**src/rtl/bml_pkg.sv**
```systemverilog
// Types, constants and helpers shared by the bump map lighting modules.
package bml_pkg;

  localparam int MAX_WIDTH_DEF  = 1024;
  localparam int MAX_HEIGHT_DEF = 4096;

  localparam int QDEPTH = 4;
  localparam int QCNT_W = 3;

  localparam int WC_W = 14;
  localparam int HC_W = 17;
  localparam int DX_W = 14;
  localparam int DY_W = 17;
  localparam int MIN_DIM = 3;

  localparam int CFG_ADDR_W = 3;
  localparam int CFG_DATA_W = 13;

  localparam logic [CFG_ADDR_W-1:0] REG_FRAME_WIDTH  = 3'd0;
  localparam logic [CFG_ADDR_W-1:0] REG_FRAME_HEIGHT = 3'd1;
  localparam logic [CFG_ADDR_W-1:0] REG_LIGHT_X      = 3'd2;
  localparam logic [CFG_ADDR_W-1:0] REG_LIGHT_Y      = 3'd3;
  localparam logic [CFG_ADDR_W-1:0] REG_BASE_DEPTH   = 3'd4;
  localparam logic [CFG_ADDR_W-1:0] REG_BEAT_DEPTH   = 3'd5;
  localparam logic [CFG_ADDR_W-1:0] REG_BEAT_FRAMES  = 3'd6;
  localparam logic [CFG_ADDR_W-1:0] REG_OPTIONS      = 3'd7;

  localparam int OPT_INVERT = 0;
  localparam int OPT_DOT    = 1;
  localparam int OPT_BEAT   = 2;

  localparam logic [1:0] BLEND_ADD  = 2'd1;
  localparam logic [1:0] BLEND_MEAN = 2'd2;

  localparam logic [10:0] FRAME_WIDTH_RST  = 11'd640;
  localparam logic [12:0] FRAME_HEIGHT_RST = 13'd480;
  localparam logic [9:0]  LIGHT_X_RST      = 10'd320;
  localparam logic [11:0] LIGHT_Y_RST      = 12'd240;
  localparam logic [6:0]  BASE_DEPTH_RST   = 7'd30;
  localparam logic [6:0]  BEAT_DEPTH_RST   = 7'd100;
  localparam logic [6:0]  BEAT_FRAMES_RST  = 7'd15;
  localparam logic [4:0]  OPTIONS_RST      = 5'd0;

  localparam logic [6:0]  DEPTH_MAX   = 7'd127;
  localparam logic [7:0]  CH_CLAMP    = 8'd254;
  localparam logic [7:0]  CH_MAX      = 8'd255;
  localparam int          SLOPE_MAX   = 127;
  localparam logic [12:0] RECIP_100   = 13'd5243;
  localparam int          SCALE_SHIFT = 11;
  localparam int          LIGHT_SHIFT = 8 + 6;
  localparam logic [23:0] WHITE       = 24'hFFFFFF;

  typedef struct packed {
    logic [10:0] frame_width;
    logic [12:0] frame_height;
    logic [9:0]  light_x;
    logic [11:0] light_y;
    logic [6:0]  base_depth;
    logic [6:0]  beat_depth;
    logic [6:0]  beat_frames;
    logic [4:0]  options;
  } bml_cfg_t;

  typedef struct packed {
    logic [23:0]            center;
    logic [7:0]             h_l;
    logic [7:0]             h_r;
    logic [7:0]             h_u;
    logic [7:0]             h_d;
    logic signed [DX_W-1:0] dx;
    logic signed [DY_W-1:0] dy;
    logic [6:0]             depth;
    logic                   flat;
    logic                   dark1;
    logic                   two;
    logic                   dark2;
    logic                   last2;
  } bml_item_t;

  function automatic logic [7:0] max_channel(input logic [23:0] c);
    logic [7:0] m;
    m = (c[7:0] > c[15:8]) ? c[7:0] : c[15:8];
    return (m > c[23:16]) ? m : c[23:16];
  endfunction

endpackage

```
**src/rtl/bml_decay_div.sv**
```systemverilog
// Serial divider producing the per-frame depth decay step.
module bml_decay_div (
  input  logic              clk,
  input  logic              rst_n,
  input  logic              restart,
  input  bml_pkg::bml_cfg_t cfg,
  output logic [6:0]        step,
  output logic              busy
);

  logic       pend_r;
  logic       act_r;
  logic [2:0] cnt_r;
  logic [6:0] rem_r;
  logic [6:0] quo_r;
  logic [6:0] dur;
  logic [6:0] diff;
  logic [7:0] trial;
  logic       ge;

  always_comb begin
    dur   = (cfg.beat_frames == '0) ? 7'd1 : cfg.beat_frames;
    diff  = (cfg.base_depth > cfg.beat_depth) ? cfg.base_depth - cfg.beat_depth
                                              : cfg.beat_depth - cfg.base_depth;
    trial = {rem_r, quo_r[6]};
    ge    = trial >= {1'b0, dur};
  end

  always_ff @(posedge clk) begin
    if (!rst_n) begin
      pend_r <= 1'b1;
      act_r  <= 1'b0;
      cnt_r  <= '0;
    end else if (restart) begin
      pend_r <= 1'b1;
      act_r  <= 1'b0;
    end else if (pend_r) begin
      pend_r <= 1'b0;
      act_r  <= 1'b1;
      cnt_r  <= 3'd7;
      rem_r  <= '0;
      quo_r  <= diff;
    end else if (act_r) begin
      rem_r <= ge ? 7'(trial - {1'b0, dur}) : trial[6:0];
      quo_r <= {quo_r[5:0], ge};
      cnt_r <= cnt_r - 3'd1;
      if (cnt_r == 3'd1) begin
        act_r <= 1'b0;
      end
    end
  end

  assign step = quo_r;
  assign busy = pend_r | act_r;

endmodule

```
**config.mk**
```make
export PLATFORM = sky130hd
export DESIGN_NAME = bml_decay_div
export DESIGN_NICKNAME = d
export VERILOG_FILES = /design/src/rtl/bml_pkg.sv /design/src/rtl/bml_decay_div.sv
export SDC_FILE = /design/constraint.sdc
export NUM_CORES = 1
export LEC_CHECK = 0
export ABC_AREA = 1
export BUFFER_PORTS_ARGS = -buffer_cell sky130_fd_sc_hd__buf_4
export CORE_MARGIN = 10
export CORE_UTILIZATION = 52
export CTS_BUF_LIST = sky130_fd_sc_hd__clkbuf_16
export CTS_CLUSTER_SIZE = 20
export DETAILED_ROUTE_END_ITERATION = 8
export PLACE_DENSITY = 0.86
export SYNTH_ARGS = -nofsm -noshare
export SYNTH_HDL_FRONTEND = slang
export SYNTH_SLANG_ARGS = --single-unit
```
**constraint.sdc**
```tcl
create_clock -name clk -period 2.9 [get_ports clk]
set_input_delay 0.145 -clock clk [delete_from_list [all_inputs] [get_ports clk]]
set_output_delay 0.145 -clock clk [all_outputs]
set_load 0.05 [all_outputs]
```
== Word level (Yosys, flattened, before mapping) ==
Cells that the tools add are included.

* Equality and inequality tests: 1
* Reduce and logical (&&, ||, !) cells: 5
* Bitwise gates (word level): 3
* Mux-type cells: 12
* $add $sub $neg: 4
* $lt $le $gt $ge: 2

{| class="wikitable"
|+ Operators with widths
! operator !! number
|-
| $mux 7 || 6
|-
| $sub 7x7->7 || 3
|-
| $ge 8x7->1 || 1
|-
| $gt 7x7->1 || 1
|-
| $logic_not 7->1 || 1
|-
| $mux 3 || 2
|-
| $mux 1 || 4
|-
| $eq 3x1->1 const B || 1
|-
| $reduce_and 3->1 || 1
|-
| $sub 3x1->3 const B || 1
|-
| $not 1->1 || 2
|-
| $reduce_and 2->1 || 1
|-
| $reduce_bool 2->1 || 1
|-
| $reduce_or 2->1 || 1
|-
| $or 1x1->1 || 1
|}

* Input bits: 75
* Register bits: 19
* Output and inout port bits: 8
* Word-level logic and storage cells: 32

== Longest topological paths before layout ==
* Word-level depth: 5
* Depth in mapped cells: 15
* Depth with buffers taken out: 14

== Least setup slack after synthesis ==
Ideal clock, no wire load.

* Path kind: register to register
* Start point: reg quo_r[6], in the netlist step[6]
* End point: reg rem_r[3] (data pin)
* Stages on the path, launching flop included: 12
* Library setup time: 254 ps
* Buffers on the path: 1
* Clock period less this slack: 2173 ps
* Data arrival time: 1919 ps
* Path slack: 727 ps
* Required time: 2646 ps
* Cells stage by stage: edfxtp_1 > inv_1 > ha_1 > inv_1 > fa_1 > nand3_1 > nand2_2 > nand2_1 > nand3_2 > buf_6 > nor2_1 > nor2_2

* Longest elaborated chain between the ends: 3
* Elaborated cells on any way between the ends: 4
* Those cells by class: 1 x add/sub; 1 x order compare; 2 x mux

{| class="wikitable"
|+ Ends and longest elaborated chain
! element !! line !! text
|-
| from (decl) || bml_decay_div.sv:15 || <nowiki>logic [6:0] quo_r;</nowiki>
|-
| from (signal assigned) || bml_decay_div.sv:42 || <nowiki>quo_r <= diff;</nowiki>
|-
| from (signal assigned) || bml_decay_div.sv:45 || <nowiki>quo_r <= {quo_r[5:0], ge};</nowiki>
|-
| $sub 7x7->7 or $ge 8x7->1 (tied branches) || bml_decay_div.sv:44, bml_decay_div.sv:26 ||
|-
| $mux 7 (*) || bml_decay_div.sv:44 || <nowiki>rem_r <= ge ? 7'(trial - {1'b0, dur}) : trial[6:0];</nowiki>
|-
| $mux 7 (*) || bml_decay_div.sv:43 || <nowiki>end else if (act_r) begin</nowiki>
|-
| to (signal assigned) || bml_decay_div.sv:44 ||
|-
| to (decl) || bml_decay_div.sv:14 || <nowiki>logic [6:0] rem_r;</nowiki>
|}

Mark *: on every way between the ends. The rest lies on a longest branch, timed or not. The select of a mux whose other input is x is not followed.
A chain may end at the register's enable or synchronous reset.

== Worst setup path in the final report ==
* Start point: in cfg[10] (netlist bit)
* End point: reg rem_r[5] (data pin)

* Longest elaborated chain between the ends: 5
* Elaborated cells on any way between the ends: 6
* Those cells by class: 1 x add/sub; 1 x order compare; 3 x mux; 1 x reduce/logical

{| class="wikitable"
|+ Ends and longest elaborated chain
! element !! line !! text
|-
| from (decl) || bml_decay_div.sv:6 || <nowiki>input bml_pkg::bml_cfg_t cfg,</nowiki>
|-
| $logic_not 7->1 || bml_decay_div.sv:22 || <nowiki>dur = (cfg.beat_frames == '0) ? 7'd1 : cfg.beat_frames;</nowiki>
|-
| $mux 7 (*) || bml_decay_div.sv:22 ||
|-
| $sub 7x7->7 or $ge 8x7->1 (tied branches) || bml_decay_div.sv:44, bml_decay_div.sv:26 ||
|-
| $mux 7 (*) || bml_decay_div.sv:44 ||
|-
| $mux 7 (*) || bml_decay_div.sv:43 ||
|}

Marks and branches as above.

==> flow_summary_export.csv <==
group,metric,value,unit
floorplan,dieWidth,81.37,µm
worst_hold_path,hold_path.class,"input pin to flop",
worst_hold_path,holdCritStartpoint,"rst_n",
cts,root_buffer,"clkbuf_16",
timing,tightest_slew,479.3,ps
placed_design,place_ws,410.2,ps
critical_path,critPathCaptureType,"flop",
worst_hold_path,min_path_cells,2,
grt,grt_overflow,0,
yosys,ys_ff_latch,19,
yosys,synth_area_per_cell,6.944,µm²
timing,post-route-min-period,2206,ps
worst_hold_path,hold-path-endpoint,"pend_r",
final_layout,layout.nets,414,
critical_path,crit_fanout,11,
placed_design,place.gp.congestion,0.8905,
floorplan,io_pins,83,
yosys,netlist.area_leader.share,21.47,%
placed_design,dp.cells,357,
yosys,ys.warnings.count,0,
timing,hold_viol,0,
floorplan,core,3661,µm²
drt,vias,1838,
floorplan,die_y,81.37,µm
final_layout,drive_above_1_share,17.25,%
yosys,synth_area_leaders,"edfxtp_1 (21%), nand2_1 (17%), ha_1 (14%)",
yosys,synthArstFlopShare,0,%
cts,cts.htree.levels,1,
placed_design,dp_hpwl,3.616,mm
final_layout,final_util,62.95,%
critical_path,rrSetupSlack,730,ps
yosys,synth_edf_count,14,
grt,antenna_found_initial,0,
drt,drtIter0Drc,93,
critical_path,crit_arrival,2220,ps
drt,drc,0,
grt,grt_pass1_vias,1793,
cts,cts_made_buffers,3,
yosys,synth_most_common_cell,"nand2_1",
cts,ctsResizeCount,0,
cts,postCtsSetupBuffers,0,
cts,clock_path_buffers,2,
critical_path,worstSetupPathType,"input pin to flop",
final_layout,areaGrowthSynthToFinish,17.70,%
critical_path,r2r-end,"rem_r[5]",
drt,ant_nets,0,
cts,hold_buffers,0,
grt,grt_use_total,13.48,%
floorplan,rows,22,
drt,drt_pass1_iterations,4,
pwr,power.density,411.9,nW/µm²
timing,rsz0062_at_grt,"false",
yosys,synthFlopType,"edfxtp_1",
yosys,synth_cell_type_count,31,
run,maxCapViolCount,0,
pwr,irDropWorstVdd,0.2264,mV
timing,finalSetupViolations,0,
timing,finalWorstSetupSlack,693.5,ps
grt,grt_max_degree,16,
yosys,synthTopCellsByCount,"nand2_1 (88), inv_1 (55), ha_1 (22)",
yosys,synth_area_leader_cell,"edfxtp_1",
placed_design,port_buffers,31,
yosys,syn_inst,282,
critical_path,worstRegToRegCells,12,
timing,max_slew_margin,68.00,%
yosys,synth_fp_nets,382,
floorplan,design.die.area,6620,µm²
cts,insertion_delay,250,ps
yosys,synth_area,1958,µm²
timing,fin_tns_setup,0,ps
final_layout,final_cell_count_no_fill,361,
drt,wl,4.353,mm
timing,clock_skew,2.841,ps
yosys,yosysSeqAreaShare,26.58,%
floorplan,start_util,53.49,%
grt,grt_pass1_wl,7.314,mm
pwr,p_leak,1.266,nW
critical_path,timing.rr.start,"step[6]",
timing,report.final.slew_viol_count,0,
timing,fmax,453.2,MHz
critical_path,cp-start-kind,"input pin",
critical_path,critPathRequiredTime,2910,ps
drt,viasPerCell,5.091,
cts,cts_tree,"done",
cts,clk_pin_slew_worst_paths,50,ps
outcome,status,"finished, final reports clean",
timing,fin_crit_sh,76.09,%
final_layout,num_antenna_cells,0,
drt,wire_per_inst,12.06,µm
cts,clock_sinks,19,
[where the power goes]
part	internal, mW	switching, mW
Combinational	0.131	0.207
Sequential	0.316	0.0134
Clock	0.185	0.0969
Total	0.632	0.317
[sequential cells by signal, summed over array words and instances (netlist names)]
signal and count:
rem_r 7, act_r 1, step 7, cnt_r 3, pend_r 1
[worst max-delay path by stage]
stage	start	endpoint	slack (ps)	cells after the start
after CTS	cfg[10]	rem_r[5]	680	14
after floorplan	step[6]	rem_r[3]	730	11
after detailed placement	cfg[10]	rem_r[5]	410	14
after global routing	cfg[10]	rem_r[5]	470	14
after global placement	cfg[10]	rem_r[5]	510	14
final	cfg[10]	rem_r[5]	690	14
[metal layers]
layer  track usage [%]  part of all wire, %  vias to the layer above
met5                 0                    0                        -
met2             24.09                   50                       50
met3             3.091                  6.8                        6
met1             14.97                   42                      839
li1                  -                    -                      943
met4             5.536                  1.4                        0
[layout by cell type (no fill, tap or decap), types with 6 or more instances in the layout]
cell type  instances
nand3_1           18
ha_1              22
nand2_2            7
a21oi_1            9
nand2_1           88
xor2_1             6
edfxtp_1          14
nand4_1            6
buf_4             32
nor2_1            18
inv_1             55
[worst max-delay path, stage by stage]
cell and delay, ps:
buf_4 110, nor4_1 320, a31o_2 210, ha_1 150, inv_1 50, fa_1 400, nand3_1 100, nand2_2 80
nand2_1 100, nand3_2 220, nand2_1 170, nand2_1 70, nand2_1 60, inv_1 30
[cell families after synthesis]
family          count (synthesis)  synth area share, %
simple gates                  145                32.40
flops                          19                26.58
buf+inv                        61                12.59
fa+ha+maj                      25                17.12
xor+xnor                       10                4.473
compound gates                 22                6.838
[metrics by stage]
stage / area, µm² / hold slack [ps] / power [mW]
final: 2305 / 69.74 / 0.9493
after global routing: 2305 / 82.89 / 1.014
after CTS: 2305 / 68.11 / 0.9524
after detailed placement: 2225 / 333.7 / 0.6705
after global placement: 2225 / 328.3 / 0.6576
after floorplan: 1958 / 213.7 / 0.5837
[layout make-up]
type | instances | area, µm²
Inverter | 56 | 212.7
Tap cell | 48 | 60.06
Fill cell | 348 | 1356
Timing Repair Buffer | 32 | 240.2
Multi-Input combinational cell | 202 | 1191
Sequential cell | 19 | 520.5
Clock inverter | 1 | 5.005
Clock buffer | 3 | 75.07
Note: power is estimated with default switching activity, not from simulation.
