<file path="config.mk">
export PLATFORM = sky130hd
export DESIGN_NAME = bml_queue
export DESIGN_NICKNAME = d
export VERILOG_FILES = /design/src/rtl/bml_pkg.sv /design/src/rtl/bml_queue.sv
export SDC_FILE = /design/constraint.sdc
export NUM_CORES = 1
export LEC_CHECK = 0
export BUFFER_PORTS_ARGS = -buffer_cell sky130_fd_sc_hd__clkbuf_2
export CORE_ASPECT_RATIO = 1.75
export CORE_MARGIN = 2
export CORE_UTILIZATION = 50
export CTS_CLUSTER_DIAMETER = 50
export DETAILED_ROUTE_END_ITERATION = 10
export HOLD_SLACK_MARGIN = 0.05
export MAX_ROUTING_LAYER = met4
export PLACE_DENSITY = 0.76
export SLEW_MARGIN = 20
export SYNTH_ARGS = -nofsm -noshare
export SYNTH_HDL_FRONTEND = slang
export SYNTH_SLANG_ARGS = --single-unit
export TNS_END_PERCENT = 30
</file>
<file path="constraint.sdc">
create_clock -name clk -period 5.1 [get_ports clk]
set_input_delay 0.255 -clock clk [delete_from_list [all_inputs] [get_ports clk]]
set_output_delay 0.255 -clock clk [all_outputs]
set_load 0.02 [all_outputs]
</file>
<file path="src/rtl/bml_pkg.sv">
// Types, constants and helpers shared by the bump map lighting modules.
package bml_pkg;

  localparam int MAX_WIDTH_DEF  = 1024;
  localparam int MAX_HEIGHT_DEF = 4096;

  localparam int QDEPTH = 4;
  localparam int QCNT_W = 3;

  localparam int WC_W = 14;
  localparam int HC_W = 17;
  localparam int DX_W = 14;
  localparam int DY_W = 17;
  localparam int MIN_DIM = 3;

  localparam int CFG_ADDR_W = 3;
  localparam int CFG_DATA_W = 13;

  localparam logic [CFG_ADDR_W-1:0] REG_FRAME_WIDTH  = 3'd0;
  localparam logic [CFG_ADDR_W-1:0] REG_FRAME_HEIGHT = 3'd1;
  localparam logic [CFG_ADDR_W-1:0] REG_LIGHT_X      = 3'd2;
  localparam logic [CFG_ADDR_W-1:0] REG_LIGHT_Y      = 3'd3;
  localparam logic [CFG_ADDR_W-1:0] REG_BASE_DEPTH   = 3'd4;
  localparam logic [CFG_ADDR_W-1:0] REG_BEAT_DEPTH   = 3'd5;
  localparam logic [CFG_ADDR_W-1:0] REG_BEAT_FRAMES  = 3'd6;
  localparam logic [CFG_ADDR_W-1:0] REG_OPTIONS      = 3'd7;

  localparam int OPT_INVERT = 0;
  localparam int OPT_DOT    = 1;
  localparam int OPT_BEAT   = 2;

  localparam logic [1:0] BLEND_ADD  = 2'd1;
  localparam logic [1:0] BLEND_MEAN = 2'd2;

  localparam logic [10:0] FRAME_WIDTH_RST  = 11'd640;
  localparam logic [12:0] FRAME_HEIGHT_RST = 13'd480;
  localparam logic [9:0]  LIGHT_X_RST      = 10'd320;
  localparam logic [11:0] LIGHT_Y_RST      = 12'd240;
  localparam logic [6:0]  BASE_DEPTH_RST   = 7'd30;
  localparam logic [6:0]  BEAT_DEPTH_RST   = 7'd100;
  localparam logic [6:0]  BEAT_FRAMES_RST  = 7'd15;
  localparam logic [4:0]  OPTIONS_RST      = 5'd0;

  localparam logic [6:0]  DEPTH_MAX   = 7'd127;
  localparam logic [7:0]  CH_CLAMP    = 8'd254;
  localparam logic [7:0]  CH_MAX      = 8'd255;
  localparam int          SLOPE_MAX   = 127;
  localparam logic [12:0] RECIP_100   = 13'd5243;
  localparam int          SCALE_SHIFT = 11;
  localparam int          LIGHT_SHIFT = 8 + 6;
  localparam logic [23:0] WHITE       = 24'hFFFFFF;

  typedef struct packed {
    logic [10:0] frame_width;
    logic [12:0] frame_height;
    logic [9:0]  light_x;
    logic [11:0] light_y;
    logic [6:0]  base_depth;
    logic [6:0]  beat_depth;
    logic [6:0]  beat_frames;
    logic [4:0]  options;
  } bml_cfg_t;

  typedef struct packed {
    logic [23:0]            center;
    logic [7:0]             h_l;
    logic [7:0]             h_r;
    logic [7:0]             h_u;
    logic [7:0]             h_d;
    logic signed [DX_W-1:0] dx;
    logic signed [DY_W-1:0] dy;
    logic [6:0]             depth;
    logic                   flat;
    logic                   dark1;
    logic                   two;
    logic                   dark2;
    logic                   last2;
  } bml_item_t;

  function automatic logic [7:0] max_channel(input logic [23:0] c);
    logic [7:0] m;
    m = (c[7:0] > c[15:8]) ? c[7:0] : c[15:8];
    return (m > c[23:16]) ? m : c[23:16];
  endfunction

endpackage

</file>
<file path="src/rtl/bml_queue.sv">
// Short FIFO between the front end and the shading back end.
module bml_queue (
  input  logic                       clk,
  input  logic                       rst_n,
  input  logic                       push,
  input  bml_pkg::bml_item_t         push_item,
  input  logic                       pop,
  output logic                       not_empty,
  output bml_pkg::bml_item_t         head,
  output logic [bml_pkg::QCNT_W-1:0] count
);

  localparam int PW = $clog2(bml_pkg::QDEPTH);

  bml_pkg::bml_item_t slots [bml_pkg::QDEPTH];
  logic [PW-1:0]      wptr_r, rptr_r;
  logic [bml_pkg::QCNT_W-1:0] count_r;

  always_ff @(posedge clk) begin
    if (push) begin
      slots[wptr_r] <= push_item;
    end
  end

  always_ff @(posedge clk) begin
    if (!rst_n) begin
      wptr_r  <= '0;
      rptr_r  <= '0;
      count_r <= '0;
    end else begin
      if (push) wptr_r <= wptr_r + PW'(1);
      if (pop)  rptr_r <= rptr_r + PW'(1);
      count_r <= count_r + bml_pkg::QCNT_W'(push) - bml_pkg::QCNT_W'(pop);
    end
  end

  assign head      = slots[rptr_r];
  assign not_empty = (count_r != '0);
  assign count     = count_r;

endmodule

</file>
=== Word-level counts from Yosys, hierarchy flattened ===
Memories as Yosys holds them, arrays and structs flattened. A register that Yosys moved wholly into a read port is not among the register bits.
Cells that the tools add are included.

* Register bits: 7
* Memory bits (writable): 396
* Input port bits: 103
* Output and inout bits: 103
* Logic and storage cells: 13
* Memories kept: 1

{| class="wikitable"
|+ Memory list
! name !! depth !! bits a word !! read ports !! clocked after Yosys merged registers in !! write ports !! line !! text
|-
| slots || 4 || 99 || 1 || 1 || 1 || bml_queue.sv:15 || <nowiki>bml_pkg::bml_item_t slots [bml_pkg::QDEPTH];</nowiki>
|}

* Add/subtract/negate cells: 4
* Mux-type cells: 4
* Reductions and logical operators: 1

{| class="wikitable"
|+ Operator list
! cell !! number
|-
| adder 2 x 1 -> 2 bit, second input constant || 2
|-
| 2-to-1 mux 2 bit || 2
|-
| adder 3 x 1 -> 3 bit || 1
|-
| nonzero test 3 bit || 1
|-
| subtractor 3 x 1 -> 3 bit || 1
|-
| 2-to-1 mux 1 bit || 2
|}

=== Longest topological paths before layout ===
Gate-level depths: netlist of run 1.

* Word-level depth: 3
* Gate-level depth with buffers: 7
* Depth with buffers taken out: 7

=== Worst setup path before layout of run 1 ===
Ideal clock, no wire load.

* Kind: register to register
* Start point: register wptr_r[0]
* End point: memory slots[0][0] (netlist name) (enable)
* Setup time: 469 ps
* Data arrival time: 2831 ps
* Data required time: 4631 ps
* Path slack: 1800 ps
* Cell stages (with the launch flop): 4
* Path buffers: 0
* Clock period less this slack: 3300 ps
* Cells stage by stage: dfxtp_1 -> inv_1 -> ha_1 -> and2_1

{| class="wikitable"
|+ RTL lines
! item !! line !! text
|-
| start: declaration || bml_queue.sv:16 || <nowiki>logic [PW-1:0] wptr_r, rptr_r;</nowiki>
|-
| start signal: assignment || bml_queue.sv:31 || <nowiki>if (push) wptr_r <= wptr_r + PW'(1);</nowiki>
|-
| end: declaration || bml_queue.sv:15 ||
|}

No word-level cell before the write port.

==> results of run 1 <==
registers in the layout, summed over array words and instances (netlist names), named ones only:
name    count
slots     396
wptr_r      2
count       3
rptr_r      2
synthesized netlist by cell type:
master	number	area, um^2
a21oi_1	1	5.00
a21bo_2	1	10.0
buf_8	2	30.0
clkbuf_1	8	30.0
ha_1	6	75.1
and2_1	6	37.5
dfxtp_1	9	180
mux2i_1	1	10.0
or3_1	1	6.26
xnor2_1	2	17.5
nand3b_1	1	7.51
inv_1	7	26.3
xor3_1	1	23.8
buf_4	1	7.51
mux4_2	99	2230
fa_1	1	20.0
edfxtp_1	396	11900
buf_6	1	11.3
buf_2	10	50.1
nor2_1	5	18.8
through the flow:
stage | area (um^2) | setup slack, ns | cells
floorplan | 14700 | 1.80 | 559
global placement | 16100 | 2.61 | 1132
detailed placement | 16100 | 2.60 | 1132
CTS | 18300 | 2.05 | 1293
global route | 18300 | 1.93 | 1297
finish | 18300 | 2.16 | 1297
worst paths after layout:
kind | end | slack [ns] | cells past startpoint
worst max-delay path | head[4] | 2.16 | 4
worst min register to register | register | 0.53 | 2
worst max register to register | slots[2][17] | 2.70 | 4
worst min-delay path | register | 0.09 | 3
cells by family after synthesis:
family,share of synthesized area (%)
simple gates,0.477
mux,15.2
fa+ha+maj,0.647
buf+inv,1.06
xor+xnor,0.281
flops,82.2
compound gates,0.102
worst max-delay path: stages (launching register included):
cell	delay, ns
dfxtp_4	0.34
buf_4	0.45
buf_4	0.59
mux4_2	0.59
clkbuf_2	0.19
layout make-up:
| type | instances | area [um^2] |
|---|---|---|
| Timing Repair Buffer | 314 | 2110 |
| Multi-Input combinational cell | 125 | 2470 |
| Inverter | 7 | 26.3 |
| Tap cell | 382 | 478 |
| Antenna cell | 3 | 7.51 |
| Fill cell | 1897 | 10900 |
| Clock inverter | 22 | 198 |
| Sequential cell | 405 | 12100 |
| Clock buffer | 39 | 933 |
power by group through the flow:
| stage | clock, uW | sequential, uW | combinational, uW |
|---|---|---|---|
| 3_5_place_dp | 0 | 3950 | 778 |
| 3_3_place_gp | 0 | 3940 | 768 |
| 5_1_grt | 2750 | 3890 | 894 |
| 4_1_cts | 2650 | 3880 | 848 |
| 6_report | 2590 | 3880 | 839 |
| 2_1_floorplan | 0 | 3940 | 509 |
metal layers:
layer	vias up	global-route usage [%]
met3	63	2.94
met5	-	-
li1	3062	-
met1	3591	20.7
met2	199	34.3
met4	0	7.78
==> impl_metrics.ini, run 1 <==
[grt]
grt_max_degree = 69
antenna_found_initial = 3
grt_pass1_wl_um = 42100
grt_pass1_vias = 7680
track_usage_pct = 18.9
grt_overflow = 0

[floorplan]
rows = 83
start_util_pct = 50.3
io_pins = 206
dieHeight_um = 231
coreArea_um2 = 29200
dieArea_um2 = 30800
die_x_um = 134

[clock_tree]
cts_tree = done
cts_setup_buffers = 0
htreeDepth = 2
worstSkewPairLatency_ns = 0.52
postCtsHoldBufs = 100
clock_path_buffers = 3
cts_resized = 0
clockRootBuffer = clkbuf_16
cts_made_buffers = 34
path_clk_slew_ns = 0.06
cts_sinks = 405

[drt]
drt-vias-per-instance = 5.33
dr_wl_met2_um = 15800
drt_iter0_markers = 443
drc_errors = 0
met1_length_um = 10100
route.met3.wl_um = 1100
postRouteAntennaNets = 0
first_pass_iters = 4
wirelength_um = 28100
routed-via-count = 6915
highest_layer = met4
wl_per_cell_um = 21.6

[timing]
period_needed_ns = 2.94
holdWs_ns = 0.0904
rsz0062_at_grt = no
tns_ns = 0
slew_violations = 0
min_period_over_period_pct = 57.6
final-hold-violation-count = 0
fmax_ghz = 0.340
worst_pin_slew_ns = 1.06
relSlewSlack_pct = 29.3
finalClockSkew_ns = 0.0163
final-setup-viol-count = 0

[synth]
synth_area_um2 = 14700
synth_cell_types = 20
postSynthCellCount = 559
synth_fp_nets = 669
yosys_warnings = 0
syn_avg_cell_area_um2 = 26.3
seq_area_frac_synth_pct = 82.2
synth-seq-cells = 405

[finish]
drive_gt1_share_pct = 40.8
finish.utilization_pct = 62.7
area_delta_synth_final_pct = 24.6
finalNetCount = 997
layout_commonest_cell = edfxtp_1
final_cell_mix = 396 x edfxtp_1, 205 x clkbuf_2, 100 x dlygate4sd3_1, 99 x mux4_2, 37 x clkbuf_16

[worst_setup_path]
worstPathMaxFanout = 30
cp.required_ns = 4.85
worstSetupStartpointType = register
reg2reg_from = wptr_r[0]
critPathKind = reg -> out
worstSetupEndpointType = output port
worst_ep_arrival_time_ns = 2.68

[power]
total_power_uw = 7310
intPower_uw = 5660
peakVddDrop_v = 0.000419
power_frac_clock_pct = 35.5
switching_power_uw = 1650
p_per_area_nw_per_um2 = 399
seqPwrFrac_pct = 53.1
p_leak_uw = 0.00626
combPwrFrac_pct = 11.5
switching_share_pct = 22.5

[min_path]
min_path_type = in -> reg
min-delay-start = pop

[outcome]
status = complete, no violations

[placement]
place_hpwl_um = 16200
place_congestion = 0.757
io_buffers = 205

[job]
drv_cap = 0
Power figures use the tool's default switching activity.
==> run 2: changes to the inputs <==
==> constraint.sdc (replaced) <==
create_clock -name clk -period 2.95 [get_ports clk]
set_input_delay 0.1475 -clock clk [delete_from_list [all_inputs] [get_ports clk]]
set_output_delay 0.1475 -clock clk [all_outputs]
set_load 0.02 [all_outputs]
==> impl_metrics.ini, run 2 (synthesized netlist as in run 1, its figures left out) <==
[worst_setup_path]
path_buf_inv = 2
cp.required_ns = 2.80
cpMaxStageDelayCell = dfxtp_4
worst_ep_arrival_time_ns = 2.33
worstSetupStartpointType = register
worstPathMaxFanout = 30
cp_top_family = flip-flops
cp_cell_sequence = buf_12 -> mux4_2 -> clkbuf_2
worstSetupEndpointType = output port
reg2reg_from = wptr_r[0]
critPathKind = reg -> out
critPathMaxStageDelay_ns = 0.72

[clock_tree]
htreeDepth = 2
cts_tree = done
worstSkewPairLatency_ns = 0.51
cts_made_buffers = 37
clockRootBuffer = clkbuf_16
cts_setup_buffers = 0
clock_path_buffers = 3
cts_sinks = 405
path_clk_slew_ns = 0.06

[timing]
relSlewSlack_pct = 49.6
worst_slack_ns = 0.471
worst_pin_slew_ns = 0.755
rsz0062_at_grt = no
holdWs_ns = 0.392
tns_ns = 0
final-hold-violation-count = 0
slew_violations = 0
min_period_over_period_pct = 84.0
period_needed_ns = 2.48
finalClockSkew_ns = 0.00986
fmax_ghz = 0.403
final-setup-viol-count = 0

[placement]
place_congestion = 0.770
dp_slack_ns = 0.917
io_buffers = 205
place_hpwl_um = 16000
place_inst = 1137

[floorplan]
die_x_um = 134
coreArea_um2 = 29200
dieArea_um2 = 30800
dieHeight_um = 231
start_util_pct = 50.3
io_pins = 206
rows = 83

[power]
p_per_area_nw_per_um2 = 683
total_power_uw = 12600
peakVddDrop_v = 0.000579
p_leak_uw = 0.00631

[job]
drv_cap = 0

[finish]
fin_cells = 1308
largest_reg_flops = 396
drive_gt1_share_pct = 40.3
final.fill_count = 1938
area_delta_synth_final_pct = 25.5
final_cell_mix = 396 x edfxtp_1, 205 x clkbuf_2, 102 x dlygate4sd3_1, 99 x mux4_2, 37 x clkbuf_16
finalNetCount = 1006
layout_commonest_cell = edfxtp_1
regMostFlops = slots

[drt]
first_pass_iters = 4
postRouteAntennaNets = 0
drt-vias-per-instance = 5.27
wirelength_um = 27600
wl_per_cell_um = 21.1
drc_errors = 0
drt_iter0_markers = 413
routed-via-count = 6892

[outcome]
status = complete, no violations

[grt]
grt_pass1_wl_um = 41800
grt_pass1_vias = 7642
track_usage_pct = 18.8
grt_max_degree = 100
grt_overflow = 0
antenna_found_initial = 4

[min_path]
min-delay-start = push_item[77]
min_path_type = in -> reg
[run 2: worst reg2reg max path, stage by stage (launching register included)]
cell and delay, ns:
dfxtp_1 0.34, inv_1 0.09, ha_1 0.14, and2_4 0.49
buf_12 0.32
[run 2: layer usage]
| layer | wire, um | global-route usage (%) |
|---|---|---|
| met2 | 15500 | 34.1 |
| met5 | 0 | - |
| met1 | 9870 | 20.3 |
| met4 | 1070 | 7.68 |
| met3 | 1190 | 3.12 |
[run 2: final timing paths]
| path | cells after the start | to | slack (ns) |
|---|---|---|---|
| setup / recovery | 3 | head[83] | 0.47 |
| hold / removal | 2 | slots[1][77] | 0.39 |
| setup reg to reg | 4 | slots[2][86] | 1.23 |
| hold reg to reg | 2 | register | 0.54 |
[run 2: repair_timing]
action	CTS	global route
hold buffers	102	0
gates resized for setup	0	0
hold endpoints to repair	405	0
[run 2: area by class of cell]
class	count	area, um^2	area share, %
diodes	4	10.0	0.0543
inverters	7	26.3	0.143
flip-flops and latches	405	12100	65.5
clock inverters	18	149	0.808
multi-input cells	125	2470	13.4
clock buffers	47	963	5.23
well taps	382	478	2.59
repair buffers	320	2260	12.2
[run 2: report_power, final]
| part | internal [uW] | switching [uW] | total [uW] |
|---|---|---|---|
| registers | 6610 | 100 | 6710 |
| clock network | 2500 | 1910 | 4410 |
| logic | 650 | 820 | 1470 |
[run 2: per-stage QoR]
step | util, % | cell area [um^2]
6_report | 63.2 | 18400
5_1_grt | 63.2 | 18400
4_1_cts | 63.1 | 18400
3_5_place_dp | 55.8 | 16300
3_3_place_gp | 55.8 | 16300
2_1_floorplan | - | 14700
==> run 3: changes to the inputs <==
--- a/config.mk
+++ b/config.mk
@@ -5,6 +5,7 @@
 export SDC_FILE = /design/constraint.sdc
 export NUM_CORES = 1
 export LEC_CHECK = 0
+export ABC_AREA = 1
 export BUFFER_PORTS_ARGS = -buffer_cell sky130_fd_sc_hd__clkbuf_2
 export CORE_ASPECT_RATIO = 1.75
 export CORE_MARGIN = 2
@@ -13,7 +14,7 @@
 export DETAILED_ROUTE_END_ITERATION = 10
 export HOLD_SLACK_MARGIN = 0.05
 export MAX_ROUTING_LAYER = met4
-export PLACE_DENSITY = 0.76
+export PLACE_DENSITY = 0.78
 export SLEW_MARGIN = 20
 export SYNTH_ARGS = -nofsm -noshare
 export SYNTH_HDL_FRONTEND = slang
==> constraint.sdc (replaced) <==
create_clock -name clk -period 2 [get_ports clk]
set_input_delay 0.1 -clock clk [delete_from_list [all_inputs] [get_ports clk]]
set_output_delay 0.1 -clock clk [all_outputs]
set_load 0.02 [all_outputs]
==> impl_metrics.ini, run 3 <==
[synth]
synth-compound-area-share_pct = 13.1
synthSimpleGateAreaFrac_pct = 4.83
ys.flop_type = edfxtp_1
seq_area_frac_synth_pct = 73.4
synth.area.top_cells = edfxtp_1 72%, inv_1 4.9%, nand2_1 4.7%, a21oi_2 3.2%, o211ai_1 3.2%
yosys-top-cells-count = 396 x edfxtp_1, 213 x inv_1, 208 x nand2_1
synth_most_common_cell = edfxtp_1
synthArstFlopShare_pct = 0
synth_cell_types = 18
postSynthCellCount = 1209
synth_top_family_by_area = compound AO/OA/AOI/OAI gates
yosysTopAreaCell = edfxtp_1
synth_edf_count = 396
synth_area_um2 = 16400
syn_avg_cell_area_um2 = 13.6
netlist.area_leader.share_pct = 72.3
synth_xor_area_share_pct = 0
synth-seq-cells = 405
yosys_warnings = 0
synth_fp_nets = 1319
synth_fa_ha_area_share_pct = 0.578
synthMuxAreaShare_pct = 0

[worst_setup_path]
critPathKind = reg -> out
worstPathMaxFanout = 38
rrSetupSlack_ns = 0.39
worst_ep_arrival_time_ns = 1.89
reg2reg_from = count[0]
cp.required_ns = 1.90
worstSetupStartpointType = register
worstSetupEndpointType = output port
endpoint = head[29]
r2r_end = count[2]
rr_worst_depth = 7

[timing]
finalClockSkew_ns = 0.00980
worst_pin_slew_ns = 0.423
period_needed_ns = 1.99
final-setup-viol-count = 0
min_period_over_period_pct = 99.3
tns_ns = 0
slew_violations = 0
fmax_ghz = 0.504
final-hold-violation-count = 0
rsz0062_at_grt = yes
relSlewSlack_pct = 71.8

[min_path]
min_path_type = in -> reg

[grt]
grt_pass1_vias = 10100
track_usage_pct = 19.3
grt_overflow = 0
grt_pass1_wl_um = 50200
grt_max_degree = 97
antenna_found_initial = 7

[clock_tree]
path_clk_slew_ns = 0.07
clockRootBuffer = clkbuf_16
cts_sinks = 405
cts_made_buffers = 36
cts_tree = done
worstSkewPairLatency_ns = 0.52
htreeDepth = 2
clock_path_buffers = 3

[drt]
wl_per_cell_um = 16.6
drt-vias-per-instance = 5.11
drc_errors = 0
routed-via-count = 10000
postRouteAntennaNets = 0
first_pass_iters = 6
drt_iter0_markers = 652
wirelength_um = 32400

[floorplan]
die_x_um = 141
dieHeight_um = 244
dieArea_um2 = 34400
io_pins = 206
start_util_pct = 50.9
rows = 87
coreArea_um2 = 32300

[placement]
io_buffers = 205
place_hpwl_um = 19400
place_congestion = 0.733
dpl_cell_area_um2 = 18000

[power]
peakVddDrop_v = 0.00127
combPwrFrac_pct = 12.8
switching_power_uw = 4430
p_per_area_nw_per_um2 = 930
p_leak_uw = 0.00792
power_frac_clock_pct = 35.3
switching_share_pct = 23.5
intPower_uw = 14500
seqPwrFrac_pct = 51.9

[finish]
drive_gt1_share_pct = 25.8
fin_area_um2 = 20300
largest_reg_flops = 396
area_delta_synth_final_pct = 23.6
layout_commonest_cell = edfxtp_1
final_cell_mix = 396 x edfxtp_1, 207 x inv_1, 203 x nand2_1, 197 x clkbuf_2, 103 x dlygate4sd3_1
finalNetCount = 1639
regMostFlops = slots

[outcome]
status = complete, no violations

[job]
drv_cap = 0
-- run 3: cell types whose count changed in the layout (fill, tap and decap cells not counted), sizes merged, moves of 6 or more --
| cell | previous run | this run |
|---|---|---|
| mux4 | 99 | 0 |
| clkbuf | 252 | 239 |
| buf | 13 | 47 |
| a21oi | 1 | 105 |
| and2 | 6 | 0 |
| nand2 | 0 | 208 |
| o21ai | 0 | 103 |
| o211ai | 0 | 99 |
| inv | 9 | 209 |
-- run 3: cell type report --
class / instances / area, um^2
antenna: 7 / 17.5
clock buffer: 41 / 941
clock inverter: 21 / 200
fill: 2227 / 12000
inverter: 213 / 815
multi-input combinational: 525 / 3070
sequential: 405 / 12100
tap: 400 / 500
timing repair buffer: 348 / 2700
-- run 3: how the worst min path moves through the flow --
stage	startpoint	endpoint	slack, ns	cells after the start
5_1_grt	push_item[24]	slots[2][24]	0.32	2
4_1_cts	push_item[69]	slots[1][69]	0.31	2
3_3_place_gp	push_item[83]	slots[2][83]	0.31	1
3_5_place_dp	push_item[98]	slots[1][98]	0.32	1
6_report	push_item[24]	slots[2][24]	0.34	2
2_1_floorplan	pop	register	0.19	1
-- run 3: power groups by stage --
stage | Combinational, uW | Clock (uW) | Sequential [uW]
after floorplan | 1400 | 0 | 10000
after global placement | 2120 | 0 | 9980
after detailed placement | 2180 | 0 | 10000
after CTS | 2400 | 6820 | 9810
after global routing | 2630 | 7140 | 9830
final | 2410 | 6670 | 9810
-- run 3: cell families (layout without fill, tap and decap cells) --
kind of cell / Yosys count / count (layout)
compound gates: 307 / 307
fa+ha+maj: 7 / 7
buf+inv: 279 / 623
flops: 405 / 405
other cells: 0 / 7
simple gates: 211 / 211
-- run 3: worst max-delay path, stage by stage, from the launching register on --
cell and delay, ns:
dfxtp_4 0.43, buf_12 0.24, buf_16 0.20, a21oi_1 0.08, o21ai_0 0.12, nand2_1 0.10, clkbuf_2 0.16
-- run 3: through the flow --
step	util (%)	hold slack [ns]	total power (uW)	cells	setup slack, ns
floorplan	-	0.192	11400	1209	-0.448
global placement	55.6	0.311	12100	1781	0.433
finish	62.9	0.340	18900	1960	0.0147
detailed placement	55.6	0.318	12200	1781	0.370
CTS	62.6	0.312	19000	1952	-0.00605
global route	62.9	0.317	19600	1960	-0.0812
-- run 3: routing by layer --
layer	vias to the layer above	wire length (um)	global-route usage, %
li1	4861	-	-
met1	4819	12100	20.4
met2	261	17700	35.4
met3	70	1600	3.36
met4	0	1090	7.71
met5	-	0	-
-- run 3: what timing repair did --
item / 4_1_cts / 5_1_grt
pin swaps: 0 / 3
setup buffers: 6 / 0
gates resized for setup: 3 / 20
setup endpoints to repair: 76 / 65
hold endpoints to repair: 405 / 0
hold buffers: 103 / 0
cloned: 0 / 1
